File: src/design/awpi_pkg.sv
// Shared types, widths, input codes and a helper function for the wind profile interpolator.
package awpi_pkg;

    localparam int MAX_KNOTS_DEF = 8;

    localparam int ALT_W     = 17;
    localparam int WIND_W    = 16;
    localparam int FOLD_W    = 19;
    localparam int BLEND_W   = 22;
    localparam int MUL_A_W   = 20;
    localparam int MUL_B_W   = 18;
    localparam int PROD_W    = MUL_A_W + MUL_B_W;
    localparam int SQ_IN_W   = 48;
    localparam int SQ_OUT_W  = SQ_IN_W / 2;
    localparam int DIV_NUM_W = 40;
    localparam int DIV_DEN_W = 24;
    localparam int WGT_W     = 17;

    localparam logic [1:0] KIND_CLEAR  = 2'd0;
    localparam logic [1:0] KIND_APPEND = 2'd1;
    localparam logic [1:0] KIND_QUERY  = 2'd2;

    typedef struct packed {
        logic signed [ALT_W-1:0]  alt;
        logic signed [WIND_W-1:0] east;
        logic signed [WIND_W-1:0] north;
    } t_knot;

    // Clips a wide signed value into the Q8.8 output range.
    function automatic logic signed [WIND_W-1:0] sat16(input logic signed [BLEND_W-1:0] v);
        logic signed [WIND_W-1:0] r;
        if (v > BLEND_W'(32767)) begin
            r = 16'sh7fff;
        end else if (v < -BLEND_W'(32768)) begin
            r = 16'sh8000;
        end else begin
            r = v[WIND_W-1:0];
        end
        return r;
    endfunction

endpackage

File: src/design/altitude_wind_profile_interpolator_top.sv
// Operation: clear, append and unused kinds finish in the idle state. A query walks
// the table, divides for the weight when two knots bracket the altitude, folds each
// chosen knot (a square root, then one division per component, the divisions skipped
// for a zero-length knot), then blends two folded knots and registers the result.
// Throughput: one transaction at a time; the input is ready only while the sequencer is idle.
// Reset: synchronous active low; count and control clear, table stays undefined.
module altitude_wind_profile_interpolator_top #(
    parameter int MAX_KNOTS = awpi_pkg::MAX_KNOTS_DEF
) (
    input  logic                                 i_clk,
    input  logic                                 i_rst_n,
    input  logic                                 i_in_valid,
    output logic                                 o_in_ready,
    input  logic [1:0]                           i_kind,
    input  logic signed [awpi_pkg::ALT_W-1:0]    i_altitude,
    input  logic signed [awpi_pkg::WIND_W-1:0]   i_knot_wind_east,
    input  logic signed [awpi_pkg::WIND_W-1:0]   i_knot_wind_north,
    input  logic signed [awpi_pkg::WIND_W-1:0]   i_gust_speed,
    output logic                                 o_out_valid,
    input  logic                                 i_out_ready,
    output logic signed [awpi_pkg::WIND_W-1:0]   o_wind_east,
    output logic signed [awpi_pkg::WIND_W-1:0]   o_wind_north,
    output logic                                 o_table_empty
);
    import awpi_pkg::*;

    localparam int ADDR_W = $clog2(MAX_KNOTS);
    localparam int CNT_W  = ADDR_W + 1;

    // The sequencer walks the knot table through the memory read port, then
    // folds each chosen knot through the shared multiplier, the root unit and
    // the divider, and blends the two folded knots when two knots bracket the altitude.
    typedef enum logic [4:0] {
        ST_IDLE, ST_RD0, ST_CHK0, ST_CHKL, ST_WWAIT, ST_WCHK, ST_TDIV, ST_TWAIT,
        ST_FSQE, ST_FSQN, ST_FSUM, ST_FSQW, ST_FGE, ST_FDE, ST_FDWE, ST_FGN,
        ST_FDN, ST_FDWN, ST_FEND, ST_BLM, ST_BLE, ST_BLN, ST_DONE
    } t_state;

    typedef enum logic [1:0] {PH_SINGLE, PH_A, PH_B} t_phase;

    t_state                    r_state;
    t_phase                    r_phase;
    logic [CNT_W-1:0]          r_count;
    logic [ADDR_W-1:0]         r_addr;
    logic [ADDR_W-1:0]         r_idx;
    logic signed [ALT_W-1:0]   r_alt;
    logic signed [WIND_W-1:0]  r_g;
    t_knot                     r_prev;
    t_knot                     r_cur;
    logic [ALT_W:0]            r_span;
    logic [ALT_W-1:0]          r_woff;
    logic [WGT_W-1:0]          r_t;
    logic signed [WIND_W-1:0]  r_fold_e;
    logic signed [WIND_W-1:0]  r_fold_n;
    logic signed [FOLD_W-1:0]  r_fe;
    logic signed [FOLD_W-1:0]  r_fn;
    logic signed [FOLD_W-1:0]  r_fae;
    logic signed [FOLD_W-1:0]  r_fan;
    logic signed [PROD_W-1:0]  r_prod;
    logic [31:0]               r_sq;
    logic [SQ_OUT_W-1:0]       r_m;
    logic                      r_neg;
    logic signed [WIND_W-1:0]  r_res_e;
    logic signed [WIND_W-1:0]  r_res_n;
    logic                      r_res_empty;
    logic                      r_ov;
    logic signed [WIND_W-1:0]  r_oe;
    logic signed [WIND_W-1:0]  r_on;
    logic                      r_oempty;

    logic                      in_acc;
    logic                      mem_we;
    t_knot                     mem_wdata;
    t_knot                     rd;
    logic signed [MUL_A_W-1:0] mul_a;
    logic signed [MUL_B_W-1:0] mul_b;
    logic signed [PROD_W-1:0]  mul_p;
    logic                      sq_start;
    logic [SQ_IN_W-1:0]        sq_in;
    logic                      sq_done;
    logic [SQ_OUT_W-1:0]       sq_root;
    logic                      div_start;
    logic [DIV_NUM_W-1:0]      div_num;
    logic [DIV_DEN_W-1:0]      div_den;
    logic                      div_done;
    logic [DIV_NUM_W-1:0]      div_q;
    logic [PROD_W-1:0]         prod_mag;
    logic signed [FOLD_W-1:0]  q_signed;
    logic signed [BLEND_W-1:0] blend_step;
    logic signed [BLEND_W-1:0] blend_sum;

    assign o_in_ready = (r_state == ST_IDLE);
    assign in_acc     = i_in_valid && o_in_ready;

    // Appends go straight into the table as the transaction is accepted, unless it is full.
    assign mem_we          = in_acc && (i_kind == KIND_APPEND) && (r_count < CNT_W'(MAX_KNOTS));
    assign mem_wdata.alt   = i_altitude;
    assign mem_wdata.east  = i_knot_wind_east;
    assign mem_wdata.north = i_knot_wind_north;

    awpi_knot_mem #(.DEPTH(MAX_KNOTS)) u_mem (
        .i_clk   (i_clk),
        .i_we    (mem_we),
        .i_waddr (r_count[ADDR_W-1:0]),
        .i_wdata (mem_wdata),
        .i_raddr (r_addr),
        .o_rdata (rd)
    );

    awpi_sqrt u_sqrt (
        .i_clk      (i_clk),
        .i_rst_n    (i_rst_n),
        .i_start    (sq_start),
        .i_radicand (sq_in),
        .o_done     (sq_done),
        .o_root     (sq_root)
    );

    awpi_div u_div (
        .i_clk   (i_clk),
        .i_rst_n (i_rst_n),
        .i_start (div_start),
        .i_num   (div_num),
        .i_den   (div_den),
        .o_done  (div_done),
        .o_quot  (div_q)
    );

    // One shared multiplier: squares, gust products and blend products.
    always_comb begin
        mul_a = '0;
        mul_b = '0;
        case (r_state)
            ST_FSQE: begin
                mul_a = MUL_A_W'(r_fold_e);
                mul_b = MUL_B_W'(r_fold_e);
            end
            ST_FSQN: begin
                mul_a = MUL_A_W'(r_fold_n);
                mul_b = MUL_B_W'(r_fold_n);
            end
            ST_FGE: begin
                mul_a = MUL_A_W'(r_g);
                mul_b = MUL_B_W'(r_fold_e);
            end
            ST_FGN: begin
                mul_a = MUL_A_W'(r_g);
                mul_b = MUL_B_W'(r_fold_n);
            end
            ST_BLM: begin
                mul_a = MUL_A_W'(r_fe) - MUL_A_W'(r_fae);
                mul_b = {1'b0, r_t};
            end
            ST_BLE: begin
                mul_a = MUL_A_W'(r_fn) - MUL_A_W'(r_fan);
                mul_b = {1'b0, r_t};
            end
            default: begin
                mul_a = '0;
                mul_b = '0;
            end
        endcase
    end

    assign mul_p = PROD_W'(mul_a) * PROD_W'(mul_b);

    // Magnitude of a gust product, for the unsigned divider.
    assign prod_mag = r_prod[PROD_W-1] ? PROD_W'(-r_prod) : PROD_W'(r_prod);

    always_comb begin
        sq_start  = (r_state == ST_FSUM);
        sq_in     = {r_sq + r_prod[31:0], 16'h0000};
        div_start = 1'b0;
        div_num   = '0;
        div_den   = r_m;
        case (r_state)
            ST_TDIV: begin
                div_start = (r_span != '0);
                div_num   = DIV_NUM_W'({r_woff, 16'h0000});
                div_den   = DIV_DEN_W'(r_span);
            end
            ST_FDE, ST_FDN: begin
                div_start = 1'b1;
                div_num   = {1'b0, prod_mag[30:0], 8'h00};
                div_den   = r_m;
            end
            default: begin
                div_start = 1'b0;
            end
        endcase
    end

    assign q_signed = r_neg ? -FOLD_W'(div_q[WGT_W-1:0]) : FOLD_W'(div_q[WGT_W-1:0]);

    // Blend product divided by 65536 with truncation towards zero.
    assign blend_step = BLEND_W'(r_prod >>> 16)
                        + BLEND_W'(r_prod[PROD_W-1] && (r_prod[15:0] != 16'h0000));
    assign blend_sum  = (r_state == ST_BLE) ? BLEND_W'(r_fae) + blend_step
                                            : BLEND_W'(r_fan) + blend_step;

    always_ff @(posedge i_clk) begin
        if (!i_rst_n) begin
            r_state  <= ST_IDLE;
            r_phase  <= PH_SINGLE;
            r_count  <= '0;
            r_addr   <= '0;
            r_idx    <= '0;
            r_ov     <= 1'b0;
            r_oempty <= 1'b0;
        end else begin
            r_prod <= mul_p;
            // The hand-over in ST_DONE decides the output valid on its own.
            if (r_ov && i_out_ready && (r_state != ST_DONE)) begin
                r_ov <= 1'b0;
            end
            unique case (r_state)
                ST_IDLE: begin
                    if (in_acc) begin
                        r_alt <= i_altitude;
                        r_g   <= i_gust_speed;
                        unique case (i_kind)
                            KIND_CLEAR: r_count <= '0;
                            KIND_APPEND: begin
                                if (mem_we) begin
                                    r_count <= r_count + 1'b1;
                                end
                            end
                            KIND_QUERY: begin
                                if (r_count == '0) begin
                                    r_res_e     <= '0;
                                    r_res_n     <= '0;
                                    r_res_empty <= 1'b1;
                                    r_state     <= ST_DONE;
                                end else begin
                                    r_addr  <= '0;
                                    r_state <= ST_RD0;
                                end
                            end
                            default: r_state <= ST_IDLE;
                        endcase
                    end
                end
                ST_RD0: begin
                    r_addr  <= ADDR_W'(r_count - 1'b1);
                    r_state <= ST_CHK0;
                end
                ST_CHK0: begin
                    r_prev <= rd;
                    if (r_alt <= rd.alt) begin
                        r_fold_e <= rd.east;
                        r_fold_n <= rd.north;
                        r_phase  <= PH_SINGLE;
                        r_state  <= ST_FSQE;
                    end else begin
                        r_state <= ST_CHKL;
                    end
                end
                ST_CHKL: begin
                    if (r_alt >= rd.alt) begin
                        r_fold_e <= rd.east;
                        r_fold_n <= rd.north;
                        r_phase  <= PH_SINGLE;
                        r_state  <= ST_FSQE;
                    end else begin
                        r_idx   <= '0;
                        r_addr  <= ADDR_W'(1);
                        r_state <= ST_WWAIT;
                    end
                end
                ST_WWAIT: r_state <= ST_WCHK;
                ST_WCHK: begin
                    if ((r_alt >= r_prev.alt) && (r_alt <= rd.alt)) begin
                        r_cur   <= rd;
                        r_span  <= (ALT_W+1)'(rd.alt) - (ALT_W+1)'(r_prev.alt);
                        r_woff  <= ALT_W'(r_alt - r_prev.alt);
                        r_state <= ST_TDIV;
                    end else if (CNT_W'(r_idx) + CNT_W'(2) == r_count) begin
                        // No segment brackets the altitude: answer with the last knot.
                        r_fold_e <= rd.east;
                        r_fold_n <= rd.north;
                        r_phase  <= PH_SINGLE;
                        r_state  <= ST_FSQE;
                    end else begin
                        r_prev  <= rd;
                        r_idx   <= r_idx + 1'b1;
                        r_addr  <= r_addr + 1'b1;
                        r_state <= ST_WWAIT;
                    end
                end
                ST_TDIV: begin
                    if (r_span == '0) begin
                        r_t      <= '0;
                        r_fold_e <= r_prev.east;
                        r_fold_n <= r_prev.north;
                        r_phase  <= PH_A;
                        r_state  <= ST_FSQE;
                    end else begin
                        r_state <= ST_TWAIT;
                    end
                end
                ST_TWAIT: begin
                    if (div_done) begin
                        r_t      <= div_q[WGT_W-1:0];
                        r_fold_e <= r_prev.east;
                        r_fold_n <= r_prev.north;
                        r_phase  <= PH_A;
                        r_state  <= ST_FSQE;
                    end
                end
                ST_FSQE: r_state <= ST_FSQN;
                ST_FSQN: begin
                    r_sq    <= r_prod[31:0];
                    r_state <= ST_FSUM;
                end
                ST_FSUM: r_state <= ST_FSQW;
                ST_FSQW: begin
                    if (sq_done) begin
                        r_m <= sq_root;
                        if (sq_root == '0) begin
                            // A zero-length vector is left as it is.
                            r_fe    <= FOLD_W'(r_fold_e);
                            r_fn    <= FOLD_W'(r_fold_n);
                            r_state <= ST_FEND;
                        end else begin
                            r_state <= ST_FGE;
                        end
                    end
                end
                ST_FGE: r_state <= ST_FDE;
                ST_FDE: begin
                    r_neg   <= r_prod[PROD_W-1];
                    r_state <= ST_FDWE;
                end
                ST_FDWE: begin
                    if (div_done) begin
                        r_fe    <= FOLD_W'(r_fold_e) + q_signed;
                        r_state <= ST_FGN;
                    end
                end
                ST_FGN: r_state <= ST_FDN;
                ST_FDN: begin
                    r_neg   <= r_prod[PROD_W-1];
                    r_state <= ST_FDWN;
                end
                ST_FDWN: begin
                    if (div_done) begin
                        r_fn    <= FOLD_W'(r_fold_n) + q_signed;
                        r_state <= ST_FEND;
                    end
                end
                ST_FEND: begin
                    unique case (r_phase)
                        PH_SINGLE: begin
                            r_res_e     <= sat16(BLEND_W'(r_fe));
                            r_res_n     <= sat16(BLEND_W'(r_fn));
                            r_res_empty <= 1'b0;
                            r_state     <= ST_DONE;
                        end
                        PH_A: begin
                            r_fae    <= r_fe;
                            r_fan    <= r_fn;
                            r_fold_e <= r_cur.east;
                            r_fold_n <= r_cur.north;
                            r_phase  <= PH_B;
                            r_state  <= ST_FSQE;
                        end
                        default: r_state <= ST_BLM;
                    endcase
                end
                ST_BLM: r_state <= ST_BLE;
                ST_BLE: begin
                    r_res_e <= sat16(blend_sum);
                    r_state <= ST_BLN;
                end
                ST_BLN: begin
                    r_res_n     <= sat16(blend_sum);
                    r_res_empty <= 1'b0;
                    r_state     <= ST_DONE;
                end
                ST_DONE: begin
                    // The result waits here until the output register is free.
                    if (!r_ov || i_out_ready) begin
                        r_ov     <= 1'b1;
                        r_oe     <= r_res_e;
                        r_on     <= r_res_n;
                        r_oempty <= r_res_empty;
                        r_state  <= ST_IDLE;
                    end
                end
                default: r_state <= ST_IDLE;
            endcase
        end
    end

    assign o_out_valid   = r_ov;
    assign o_wind_east   = r_oe;
    assign o_wind_north  = r_on;
    assign o_table_empty = r_oempty;

`ifndef SYNTHESIS
    a_count_bound: assert property (@(posedge i_clk) disable iff (!i_rst_n)
        r_count <= CNT_W'(MAX_KNOTS))
        else $error("knot count exceeds table depth");

    a_empty_zero: assert property (@(posedge i_clk) disable iff (!i_rst_n)
        (o_out_valid && o_table_empty) |-> (o_wind_east == '0 && o_wind_north == '0))
        else $error("empty-table result carries non-zero wind");

    a_div_owner: assert property (@(posedge i_clk) disable iff (!i_rst_n)
        div_done |-> (r_state == ST_TWAIT || r_state == ST_FDWE || r_state == ST_FDWN))
        else $error("divider finished with no state waiting for it");

    a_sqrt_owner: assert property (@(posedge i_clk) disable iff (!i_rst_n)
        sq_done |-> (r_state == ST_FSQW))
        else $error("root unit finished with no state waiting for it");
`endif

endmodule

File: src/design/awpi_knot_mem.sv
// Knot table memory: one write port, one registered read port.
module awpi_knot_mem #(
    parameter int DEPTH = awpi_pkg::MAX_KNOTS_DEF
) (
    input  logic                     i_clk,
    input  logic                     i_we,
    input  logic [$clog2(DEPTH)-1:0] i_waddr,
    input  awpi_pkg::t_knot          i_wdata,
    input  logic [$clog2(DEPTH)-1:0] i_raddr,
    output awpi_pkg::t_knot          o_rdata
);
    import awpi_pkg::*;

    t_knot r_mem [DEPTH];
    t_knot r_rdata;

    always_ff @(posedge i_clk) begin
        if (i_we) begin
            r_mem[i_waddr] <= i_wdata;
        end
        r_rdata <= r_mem[i_raddr];
    end

    assign o_rdata = r_rdata;

endmodule

File: src/design/awpi_sqrt.sv
// Digit-by-digit integer square root, two radicand bits per cycle.
module awpi_sqrt (
    input  logic                          i_clk,
    input  logic                          i_rst_n,
    input  logic                          i_start,
    input  logic [awpi_pkg::SQ_IN_W-1:0]  i_radicand,
    output logic                          o_done,
    output logic [awpi_pkg::SQ_OUT_W-1:0] o_root
);
    import awpi_pkg::*;

    localparam int REM_W = SQ_OUT_W + 3;
    localparam int CNT_W = $clog2(SQ_OUT_W + 1);

    logic [SQ_IN_W-1:0]  r_x;
    logic [REM_W-1:0]    r_rem;
    logic [SQ_OUT_W-1:0] r_root;
    logic [CNT_W-1:0]    r_cnt;
    logic                r_busy;
    logic                r_done;
    logic [REM_W-1:0]    rem2;
    logic [REM_W-1:0]    trial;

    assign rem2  = {r_rem[REM_W-3:0], r_x[SQ_IN_W-1 -: 2]};
    assign trial = {1'b0, r_root, 2'b01};

    always_ff @(posedge i_clk) begin
        if (!i_rst_n) begin
            r_busy <= 1'b0;
            r_done <= 1'b0;
            r_cnt  <= '0;
        end else begin
            r_done <= 1'b0;
            if (i_start) begin
                r_busy <= 1'b1;
                r_cnt  <= CNT_W'(SQ_OUT_W);
                r_x    <= i_radicand;
                r_rem  <= '0;
                r_root <= '0;
            end else if (r_busy) begin
                r_x <= {r_x[SQ_IN_W-3:0], 2'b00};
                if (rem2 >= trial) begin
                    r_rem  <= rem2 - trial;
                    r_root <= {r_root[SQ_OUT_W-2:0], 1'b1};
                end else begin
                    r_rem  <= rem2;
                    r_root <= {r_root[SQ_OUT_W-2:0], 1'b0};
                end
                r_cnt <= r_cnt - 1'b1;
                if (r_cnt == CNT_W'(1)) begin
                    r_busy <= 1'b0;
                    r_done <= 1'b1;
                end
            end
        end
    end

    assign o_done = r_done;
    assign o_root = r_root;

endmodule

File: src/design/awpi_div.sv
// Restoring unsigned divider, one quotient bit per cycle.
module awpi_div (
    input  logic                           i_clk,
    input  logic                           i_rst_n,
    input  logic                           i_start,
    input  logic [awpi_pkg::DIV_NUM_W-1:0] i_num,
    input  logic [awpi_pkg::DIV_DEN_W-1:0] i_den,
    output logic                           o_done,
    output logic [awpi_pkg::DIV_NUM_W-1:0] o_quot
);
    import awpi_pkg::*;

    localparam int REM_W = DIV_DEN_W + 1;
    localparam int CNT_W = $clog2(DIV_NUM_W + 1);

    logic [DIV_NUM_W-1:0] r_q;
    logic [REM_W-1:0]     r_rem;
    logic [DIV_DEN_W-1:0] r_den;
    logic [CNT_W-1:0]     r_cnt;
    logic                 r_busy;
    logic                 r_done;
    logic [REM_W-1:0]     rem2;

    assign rem2 = {r_rem[REM_W-2:0], r_q[DIV_NUM_W-1]};

    always_ff @(posedge i_clk) begin
        if (!i_rst_n) begin
            r_busy <= 1'b0;
            r_done <= 1'b0;
            r_cnt  <= '0;
        end else begin
            r_done <= 1'b0;
            if (i_start) begin
                r_busy <= 1'b1;
                r_cnt  <= CNT_W'(DIV_NUM_W);
                r_q    <= i_num;
                r_den  <= i_den;
                r_rem  <= '0;
            end else if (r_busy) begin
                if (rem2 >= {1'b0, r_den}) begin
                    r_rem <= rem2 - {1'b0, r_den};
                    r_q   <= {r_q[DIV_NUM_W-2:0], 1'b1};
                end else begin
                    r_rem <= rem2;
                    r_q   <= {r_q[DIV_NUM_W-2:0], 1'b0};
                end
                r_cnt <= r_cnt - 1'b1;
                if (r_cnt == CNT_W'(1)) begin
                    r_busy <= 1'b0;
                    r_done <= 1'b1;
                end
            end
        end
    end

    assign o_done = r_done;
    assign o_quot = r_q;

endmodule

File: config.mk
export PLATFORM = sky130hd
export DESIGN_NAME = altitude_wind_profile_interpolator_top
export DESIGN_NICKNAME = d
export VERILOG_FILES = /design/src/design/awpi_pkg.sv /design/src/design/altitude_wind_profile_interpolator_top.sv /design/src/design/awpi_knot_mem.sv /design/src/design/awpi_sqrt.sv /design/src/design/awpi_div.sv
export SDC_FILE = /design/constraint.sdc
export NUM_CORES = 2
export LEC_CHECK = 0
export BUFFER_PORTS_ARGS = -buffer_cell sky130_fd_sc_hd__clkbuf_2
export CAP_MARGIN = 20
export CORE_ASPECT_RATIO = 0.7
export CORE_UTILIZATION = 65
export DETAILED_ROUTE_END_ITERATION = 6
export GPL_ROUTABILITY_DRIVEN = 0
export PLACE_DENSITY = 0.8
export RECOVER_POWER = 25
export SLEW_MARGIN = 10
export SYNTH_ARGS = -nofsm -noshare
export SYNTH_HDL_FRONTEND = slang
export SYNTH_SLANG_ARGS = --single-unit
File: constraint.sdc
create_clock -name i_clk -period 14.1 [get_ports i_clk]
set_clock_uncertainty 0.05 [all_clocks]
set_input_delay 2.82 -clock i_clk [delete_from_list [all_inputs] [get_ports i_clk]]
set_output_delay 2.82 -clock i_clk [all_outputs]
set_load 0.1 [all_outputs]
# Word level (Yosys, flattened, before mapping)
# Memory sizes are Yosys's and may differ from the RTL's. A register that Yosys moved wholly into a read port is not among the register bits.
# Index checks and enable logic that the tools add are counted.
dict set report word_totals {
  word_cells 319
  in_bits 71
  regBits 651
  output_inout_bits 35
  ram_bits 392
  mem_count 1
}
dict set report op_classes {
  n_eq_ne 50
  n_mul 1
  mux 121
  n_bitwise 3
  add_sub_neg 21
  n_reduce_logical 62
  order_cmp 12
}
# memory depth word_bits read_ports rd_ports_with_merged_regs wr line
set memory_table {}
lappend memory_table {u_mem.r_mem 8 49 1 1 1 awpi_knot_mem.sv:14} ;# t_knot r_mem [DEPTH];
# cell count
set op_table {}
lappend op_table {{16-bit two-way mux} 25}
lappend op_table {{16-bit case mux with 6 select lines} 2}
lappend op_table {{19-bit two-way mux} 7}
lappend op_table {{5-bit case mux with 23 select lines} 1}
lappend op_table {{20-bit case mux with 5 select lines} 1}
lappend op_table {{49-bit two-way mux} 2}
lappend op_table {{49-bit case mux with 2 select lines} 1}
lappend op_table {{48-bit two-way mux} 2}
lappend op_table {{16-bit case mux with 3 select lines} 2}
lappend op_table {{40-bit two-way mux} 2}
lappend op_table {{39-bit case mux with 2 select lines} 1}
lappend op_table {{19-bit case mux with 2 select lines} 2}
lappend op_table {{24-bit two-way mux} 3}
lappend op_table {{18-bit case mux with 3 select lines} 1}
lappend op_table {{25-bit two-way mux} 2}
lappend op_table {{5-bit two-way mux} 10}
lappend op_table {{19-bit by 22-bit adder with 22-bit output} 2}
lappend op_table {{5-bit by 4-bit == test with 1-bit output (second input constant)} 8}
lappend op_table {{19-bit by 19-bit subtractor with 20-bit output} 2}
lappend op_table {{16-bit by 19-bit adder with 19-bit output} 2}
lappend op_table {{19-bit by 16-bit > comparator with 1-bit output (second input constant)} 2}
lappend op_table {{19-bit by 16-bit less-than comparator with 1-bit output (second input constant)} 2}
lappend op_table {{20-bit by 18-bit multiplier with 38-bit output} 1}
lappend op_table {{5-bit == test (second input constant)} 7}
lappend op_table {{73 further kinds} 180}

# Logic depth before layout (Yosys ltp)
dict set report logic_depth {
  ltp_word 9
  ltp_mapped 36
}

# Hierarchy
# A second synthesis with hierarchy kept.
dict set report unflattened {
  hier_cells 5752
  area_unflattened_um2 67279.5
}
# module n_inst area_each_um2 cells_per_inst
set modules_own_cells {}
lappend modules_own_cells {altitude_wind_profile_interpolator_top 1 40591.4 4176}
lappend modules_own_cells {awpi_knot_mem 1 15742.6 628}
lappend modules_own_cells {awpi_sqrt 1 5748.0 498}
lappend modules_own_cells {awpi_div 1 5197.5 450}

# Worst setup path after synthesis
# Ideal clock, no wire load.
dict set report synth_path {
  path_kind {register to register}
  start {register r_fn[1]}
  end {register r_prod[35], data pin}
  setup_slack_ns 5.822
  period_less_slack_ns 8.278
  arrival_time_ns 8.091
  path_stages_with_launch 28
  cell_sequence {edfxtp_1 ha_1 nor2b_1 o21ai_1 o221ai_1 a31oi_1 a21oi_1 a211o_1 a31oi_1 o21ai_1 clkbuf_1 a21oi_1 fa_1 fa_1 clkbuf_1 xnor2_1 xnor2_1 fa_1 fa_1 inv_1 fa_1 inv_1 ha_1 and3_1 a211o_1 o41a_1 or4_1 nand4_1}
}
dict set report synth_via {
  elab_chain_len 3
}
# item line
set synth_lines {}
lappend synth_lines {{from (decl)} altitude_wind_profile_interpolator_top.sv:56} ;# logic signed [FOLD_W-1:0] r_fn;
lappend synth_lines {{from (signal assigned)} altitude_wind_profile_interpolator_top.sv:322} ;# r_fn <= FOLD_W'(r_fold_n);
lappend synth_lines {{from (signal assigned)} altitude_wind_profile_interpolator_top.sv:347} ;# r_fn <= FOLD_W'(r_fold_n) + q_signed;
lappend synth_lines {{19-bit by 19-bit subtractor with 20-bit output} altitude_wind_profile_interpolator_top.sv:155} ;# mul_a = MUL_A_W'(r_fn) - MUL_A_W'(r_fan);
lappend synth_lines {{20-bit case mux with 5 select lines} altitude_wind_profile_interpolator_top.sv:133} ;# case (r_state)
lappend synth_lines {{20-bit by 18-bit multiplier with 38-bit output} altitude_wind_profile_interpolator_top.sv:165} ;# assign mul_p = PROD_W'(mul_a) * PROD_W'(mul_b);
lappend synth_lines {{net mul_p[35]} altitude_wind_profile_interpolator_top.sv:77} ;# logic signed [PROD_W-1:0] mul_p;
lappend synth_lines {{to (signal assigned)} altitude_wind_profile_interpolator_top.sv:211} ;# r_prod <= mul_p;
lappend synth_lines {{to (decl)} altitude_wind_profile_interpolator_top.sv:59} ;# logic signed [PROD_W-1:0] r_prod;
# The timed path passes the listed nets, and every way through them passes these cells.
# A chain may end at the register's enable or synchronous reset.

# Worst setup path after layout
dict set report layout_path {
  start {register r_state[0]}
  end {register r_prod[34], data pin}
}
dict set report layout_via {
  elab_chain_len 4
}
# item line
set layout_lines {}
lappend layout_lines {{from (decl)} altitude_wind_profile_interpolator_top.sv:41} ;# t_state r_state;
lappend layout_lines {{from (signal assigned)} altitude_wind_profile_interpolator_top.sv:203} ;# r_state <= ST_IDLE;
lappend layout_lines {{from (signal assigned)} altitude_wind_profile_interpolator_top.sv:233} ;# r_state <= ST_DONE;
lappend layout_lines {{from (signal assigned)} altitude_wind_profile_interpolator_top.sv:236} ;# r_state <= ST_RD0;
lappend layout_lines {{5-bit by 4-bit == test with 1-bit output or 5-bit == test (tied branches)} altitude_wind_profile_interpolator_top.sv:133}
lappend layout_lines {{2-bit OR reduction (no line)} -}
lappend layout_lines {{20-bit case mux with 5 select lines or 18-bit case mux with 3 select lines (tied branches)} altitude_wind_profile_interpolator_top.sv:133}
lappend layout_lines {{20-bit by 18-bit multiplier with 38-bit output *} altitude_wind_profile_interpolator_top.sv:165}
lappend layout_lines {{net mul_p[34]} altitude_wind_profile_interpolator_top.sv:77}
# Mark *: on every way through the listed nets, which the timed path passes. The rest lies on a longest branch.

==> flow_metrics.env <==
export IMPL_synth_nets=6576
export IMPL_grt_pass1_vias=45381
export IMPL_endpoint="r_prod[34]"
export IMPL_r2r_setup_slack_ns=3.32
export IMPL_synth_area_leaders="edfxtp_1 45%, fa_1 11%, ha_1 6.4%, nand2_1 4.6%, inv_1 3.6%"
export IMPL_async_reset_ff_share_pct=0
export IMPL_cts_sinks=1078
export IMPL_whs_ns=0.367
export IMPL_fmax_mhz=92.8
export IMPL_tns_ns=0
export IMPL_post_cts_setup_buffers=0
export IMPL_maxCapViolations=4
export IMPL_combPwrFrac_pct=23.7
export IMPL_port_buffers=105
export IMPL_cp_common_cell="inv_1"
export IMPL_area_growth_syn_to_layout_pct=8.72
export IMPL_final_nets=6660
export IMPL_drv_slew=173
export IMPL_p_sw_share_pct=31.6
export IMPL_synth_edf_count=995
export IMPL_timing_final_crit_share_pct=76.4
export IMPL_critPathMaxStageDelay_ns=1.18
export IMPL_dieArea_um2=103000
export IMPL_ys_ff_latch=1078
export IMPL_drt_total_wl_um=178000
export IMPL_io_pins=106
export IMPL_antenna_found_initial=13
export IMPL_power_switching_mw=2.84
export IMPL_setup_ws_ns=3.32
export IMPL_post_place_ws_ns=3.77
export IMPL_grt_overflow_total=0
export IMPL_cts_resized_gates=0
export IMPL_p_int_mw=6.16
export IMPL_hold_class="register to register"
export IMPL_grt_max_degree=83
export IMPL_critPathKind="register to register"
export IMPL_r2r_end="r_prod[34]"
export IMPL_core_rowCount=97
export IMPL_p_seq_share_pct=44.6
export IMPL_critPathLaunch="r_state[0]"
export IMPL_wire_per_inst_um=24.4
export IMPL_cts_buffers=97
export IMPL_synth_most_common_cell="edfxtp_1"
export IMPL_synth_avg_cell_area_um2=11.3
export IMPL_worst_ep_arrival_time_ns=11.19
export IMPL_die_y_um=268
export IMPL_synthFlopType="edfxtp_1"
export IMPL_stdcell_count=7313
export IMPL_synth_top_family_by_area="adder cells"
export IMPL_synth_simple_area_share_pct=11.9
export IMPL_die_w_um=382
export IMPL_clock_latency_ns=0.74
export IMPL_synth_top_cell_by_area="edfxtp_1"
export IMPL_synth_xor_area_share_pct=3.71
export IMPL_start_util_pct=65.7
export IMPL_r2r_cells=28
export IMPL_hold_viol=0
export IMPL_status="complete, but fails checks"
export IMPL_synth_compound_area_share_pct=10.2
export IMPL_ys_seq_area_share_pct=47.9
export IMPL_ys_types=88
export IMPL_synth_common_cells="995 x edfxtp_1, 801 x nand2_1, 637 x inv_1"
export IMPL_clockPowerShare_pct=31.8
export IMPL_cts_root_buf="clkbuf_16"
export IMPL_crit_path_end_kind="register"
export IMPL_powerDensity_nw_per_um2=126
export IMPL_holdBufCountCts=0
export IMPL_core_um2=100000
export IMPL_drive_gt1_share_pct=8.13
export IMPL_worstSetupStartpointType="register"
export IMPL_vias=47128
export IMPL_yosys_mux_area_fraction_pct=3.93
export IMPL_required_ns=14.51
export IMPL_via_per_inst=6.44
export IMPL_r2r_start="r_state[0]"
export IMPL_h_tree_depth=3
export IMPL_drtIter0Drc=7029
export IMPL_synth_warnings=0
export IMPL_worst_path_max_fanout=50
export IMPL_grt_pass1_wl_um=268000
export IMPL_dpl_hpwl_um=128000
export IMPL_route_detailed_drc=24
export IMPL_antenna_left=0
export IMPL_maxSlewHeadroom_pct=-114
export IMPL_cts_tree="yes"
export IMPL_syn_inst=5803
export IMPL_violations="design-rule violations, max-capacitance violations, max-slew violations"
export IMPL_synth_top_area_share_pct=45.4
export IMPL_track_usage_pct=34.8
export IMPL_path_clk_slew_ns=0.08
export IMPL_total_leakage_power_nw=28.6
export IMPL_synth_area_um2=65800
export IMPL_dr_pass1_iters=7
export IMPL_place_inst=7113
export IMPL_clk_path_buf_depth=3
export IMPL_ir_drop_v=0.000124
export IMPL_setup_violations=0
export IMPL_grt_setup_unrepaired="no"
export IMPL_worstMarginPinSlew_ns=3.21
export IMPL_period_minus_slack_ns=10.78
export IMPL_cpMaxStageDelayCell="a222oi_1"
export IMPL_synth_fa_ha_area_share_pct=17.5
## cell usage in the layout, fill, tap and decap left out, types with 45 or more instances in the layout
master / netlist / final
nand2_1: 801 / 801
mux4_2: 98 / 98
ha_1: 338 / 338
xor2_1: 112 / 112
clkbuf_16: 0 / 97
inv_1: 637 / 638
clkbuf_2: 0 / 62
clkbuf_1: 164 / 62
nor2_1: 334 / 317
nand2b_1: 49 / 49
nor3_1: 81 / 72
a22oi_1: 58 / 58
xnor2_1: 164 / 164
o21a_1: 45 / 45
edfxtp_1: 995 / 995
buf_4: 1 / 71
and2_1: 109 / 109
nand3_1: 104 / 103
a21oi_1: 246 / 243
a211oi_1: 50 / 50
a21o_1: 93 / 93
fa_1: 364 / 364
nand4_1: 56 / 56
o21ai_0: 260 / 259
dfxtp_1: 83 / 81
## routing by layer
metal / routed length (um) / global-route usage [%] / vias to the layer above / share of wire [%]
met3: 26200 / 11.9 / 420 / 15
met5: 30 / 0 / - / 0.017
met1: 70800 / 50.0 / 22919 / 40
met2: 75500 / 50.1 / 3170 / 42
met4: 5690 / 10.6 / 4 / 3.2
li1: - / - / 20615 / -
## area by class of cell
class	count	area, um^2
Antenna cell	8	20.0
Clock inverter	49	738
Sequential cell	1078	31500
Inverter	640	2400
Clock buffer	132	2760
Tap cell	1336	1670
Timing Repair Buffer	188	1130
Multi-Input combinational cell	3882	31300
Fill cell	6757	28700
## through the flow
stage | power, mW | instance area [um^2] | utilization (%)
4_1_cts | 8.94 | 71500 | 71.3
2_1_floorplan | 5.48 | 65800 | -
3_5_place_dp | 6.11 | 68000 | 67.8
3_3_place_gp | 6.03 | 68000 | 67.8
6_report | 9.00 | 71600 | 71.4
5_1_grt | 9.32 | 71600 | 71.4
## registers in the layout, summed over array words and instances, names as in the netlist, 18 cells and up
register       cells
r_fae             19
r_cur             32
r_prod            38
r_m               24
r_prev            49
r_span            18
u_div.r_rem       24
r_fan             19
u_sqrt.o_root     24
u_sqrt.r_x        32
r_fn              19
r_sq              32
u_mem.o_rdata     49
u_mem.r_mem      392
r_fe              19
u_div.r_den       24
u_sqrt.r_rem      25
u_div.o_quot      40
## how the worst min path moves through the flow
| stage | startpoint | to | slack (ns) | cells past startpoint |
|---|---|---|---|---|
| after global placement | r_res_e[11] | o_wind_east[11] | 0.35 | 0 |
| after CTS | r_res_n[8] | o_wind_north[8] | 0.36 | 0 |
| after global routing | r_res_n[8] | o_wind_north[8] | 0.37 | 0 |
| after detailed placement | r_res_e[0] | o_wind_east[0] | 0.36 | 0 |
| final | r_res_n[0] | o_wind_north[0] | 0.37 | 0 |
| after floorplan | r_res_e[0] | o_wind_east[0] | 0.35 | 0 |
## worst max-delay path, delay by kind of cell, from the launching register on
family                     cells  cell delay (ns)
adders and majority gates      7             3.45
buffers and inverters          7             0.85
AOI/OAI and AO/OA              8             3.04
DFF                            1             0.88
and+or+nand+nor                5             2.03
xor gates and xnor gates       1             0.13
## power groups by stage
stage	combinational (mW)	sequential (mW)	clock [mW]
final	2.13	4.01	2.86
after detailed placement	2.04	4.07	0
after global placement	1.98	4.06	0
after CTS	2.07	4.00	2.88
after global routing	2.31	4.02	2.99
after floorplan	1.50	3.98	0
## kinds of logic (layout without fill, tap and decap cells)
| family | Yosys count | count (layout) |
|---|---|---|
| simple gates | 1730 | 1730 |
| flops | 1078 | 1078 |
| compound gates | 1037 | 1037 |
| buf+inv | 843 | 1009 |
| fa+ha+maj | 704 | 704 |
| xor+xnor | 277 | 277 |
| mux | 134 | 134 |
| other cells | 0 | 8 |
Note: power is estimated with default switching activity, not from simulation.
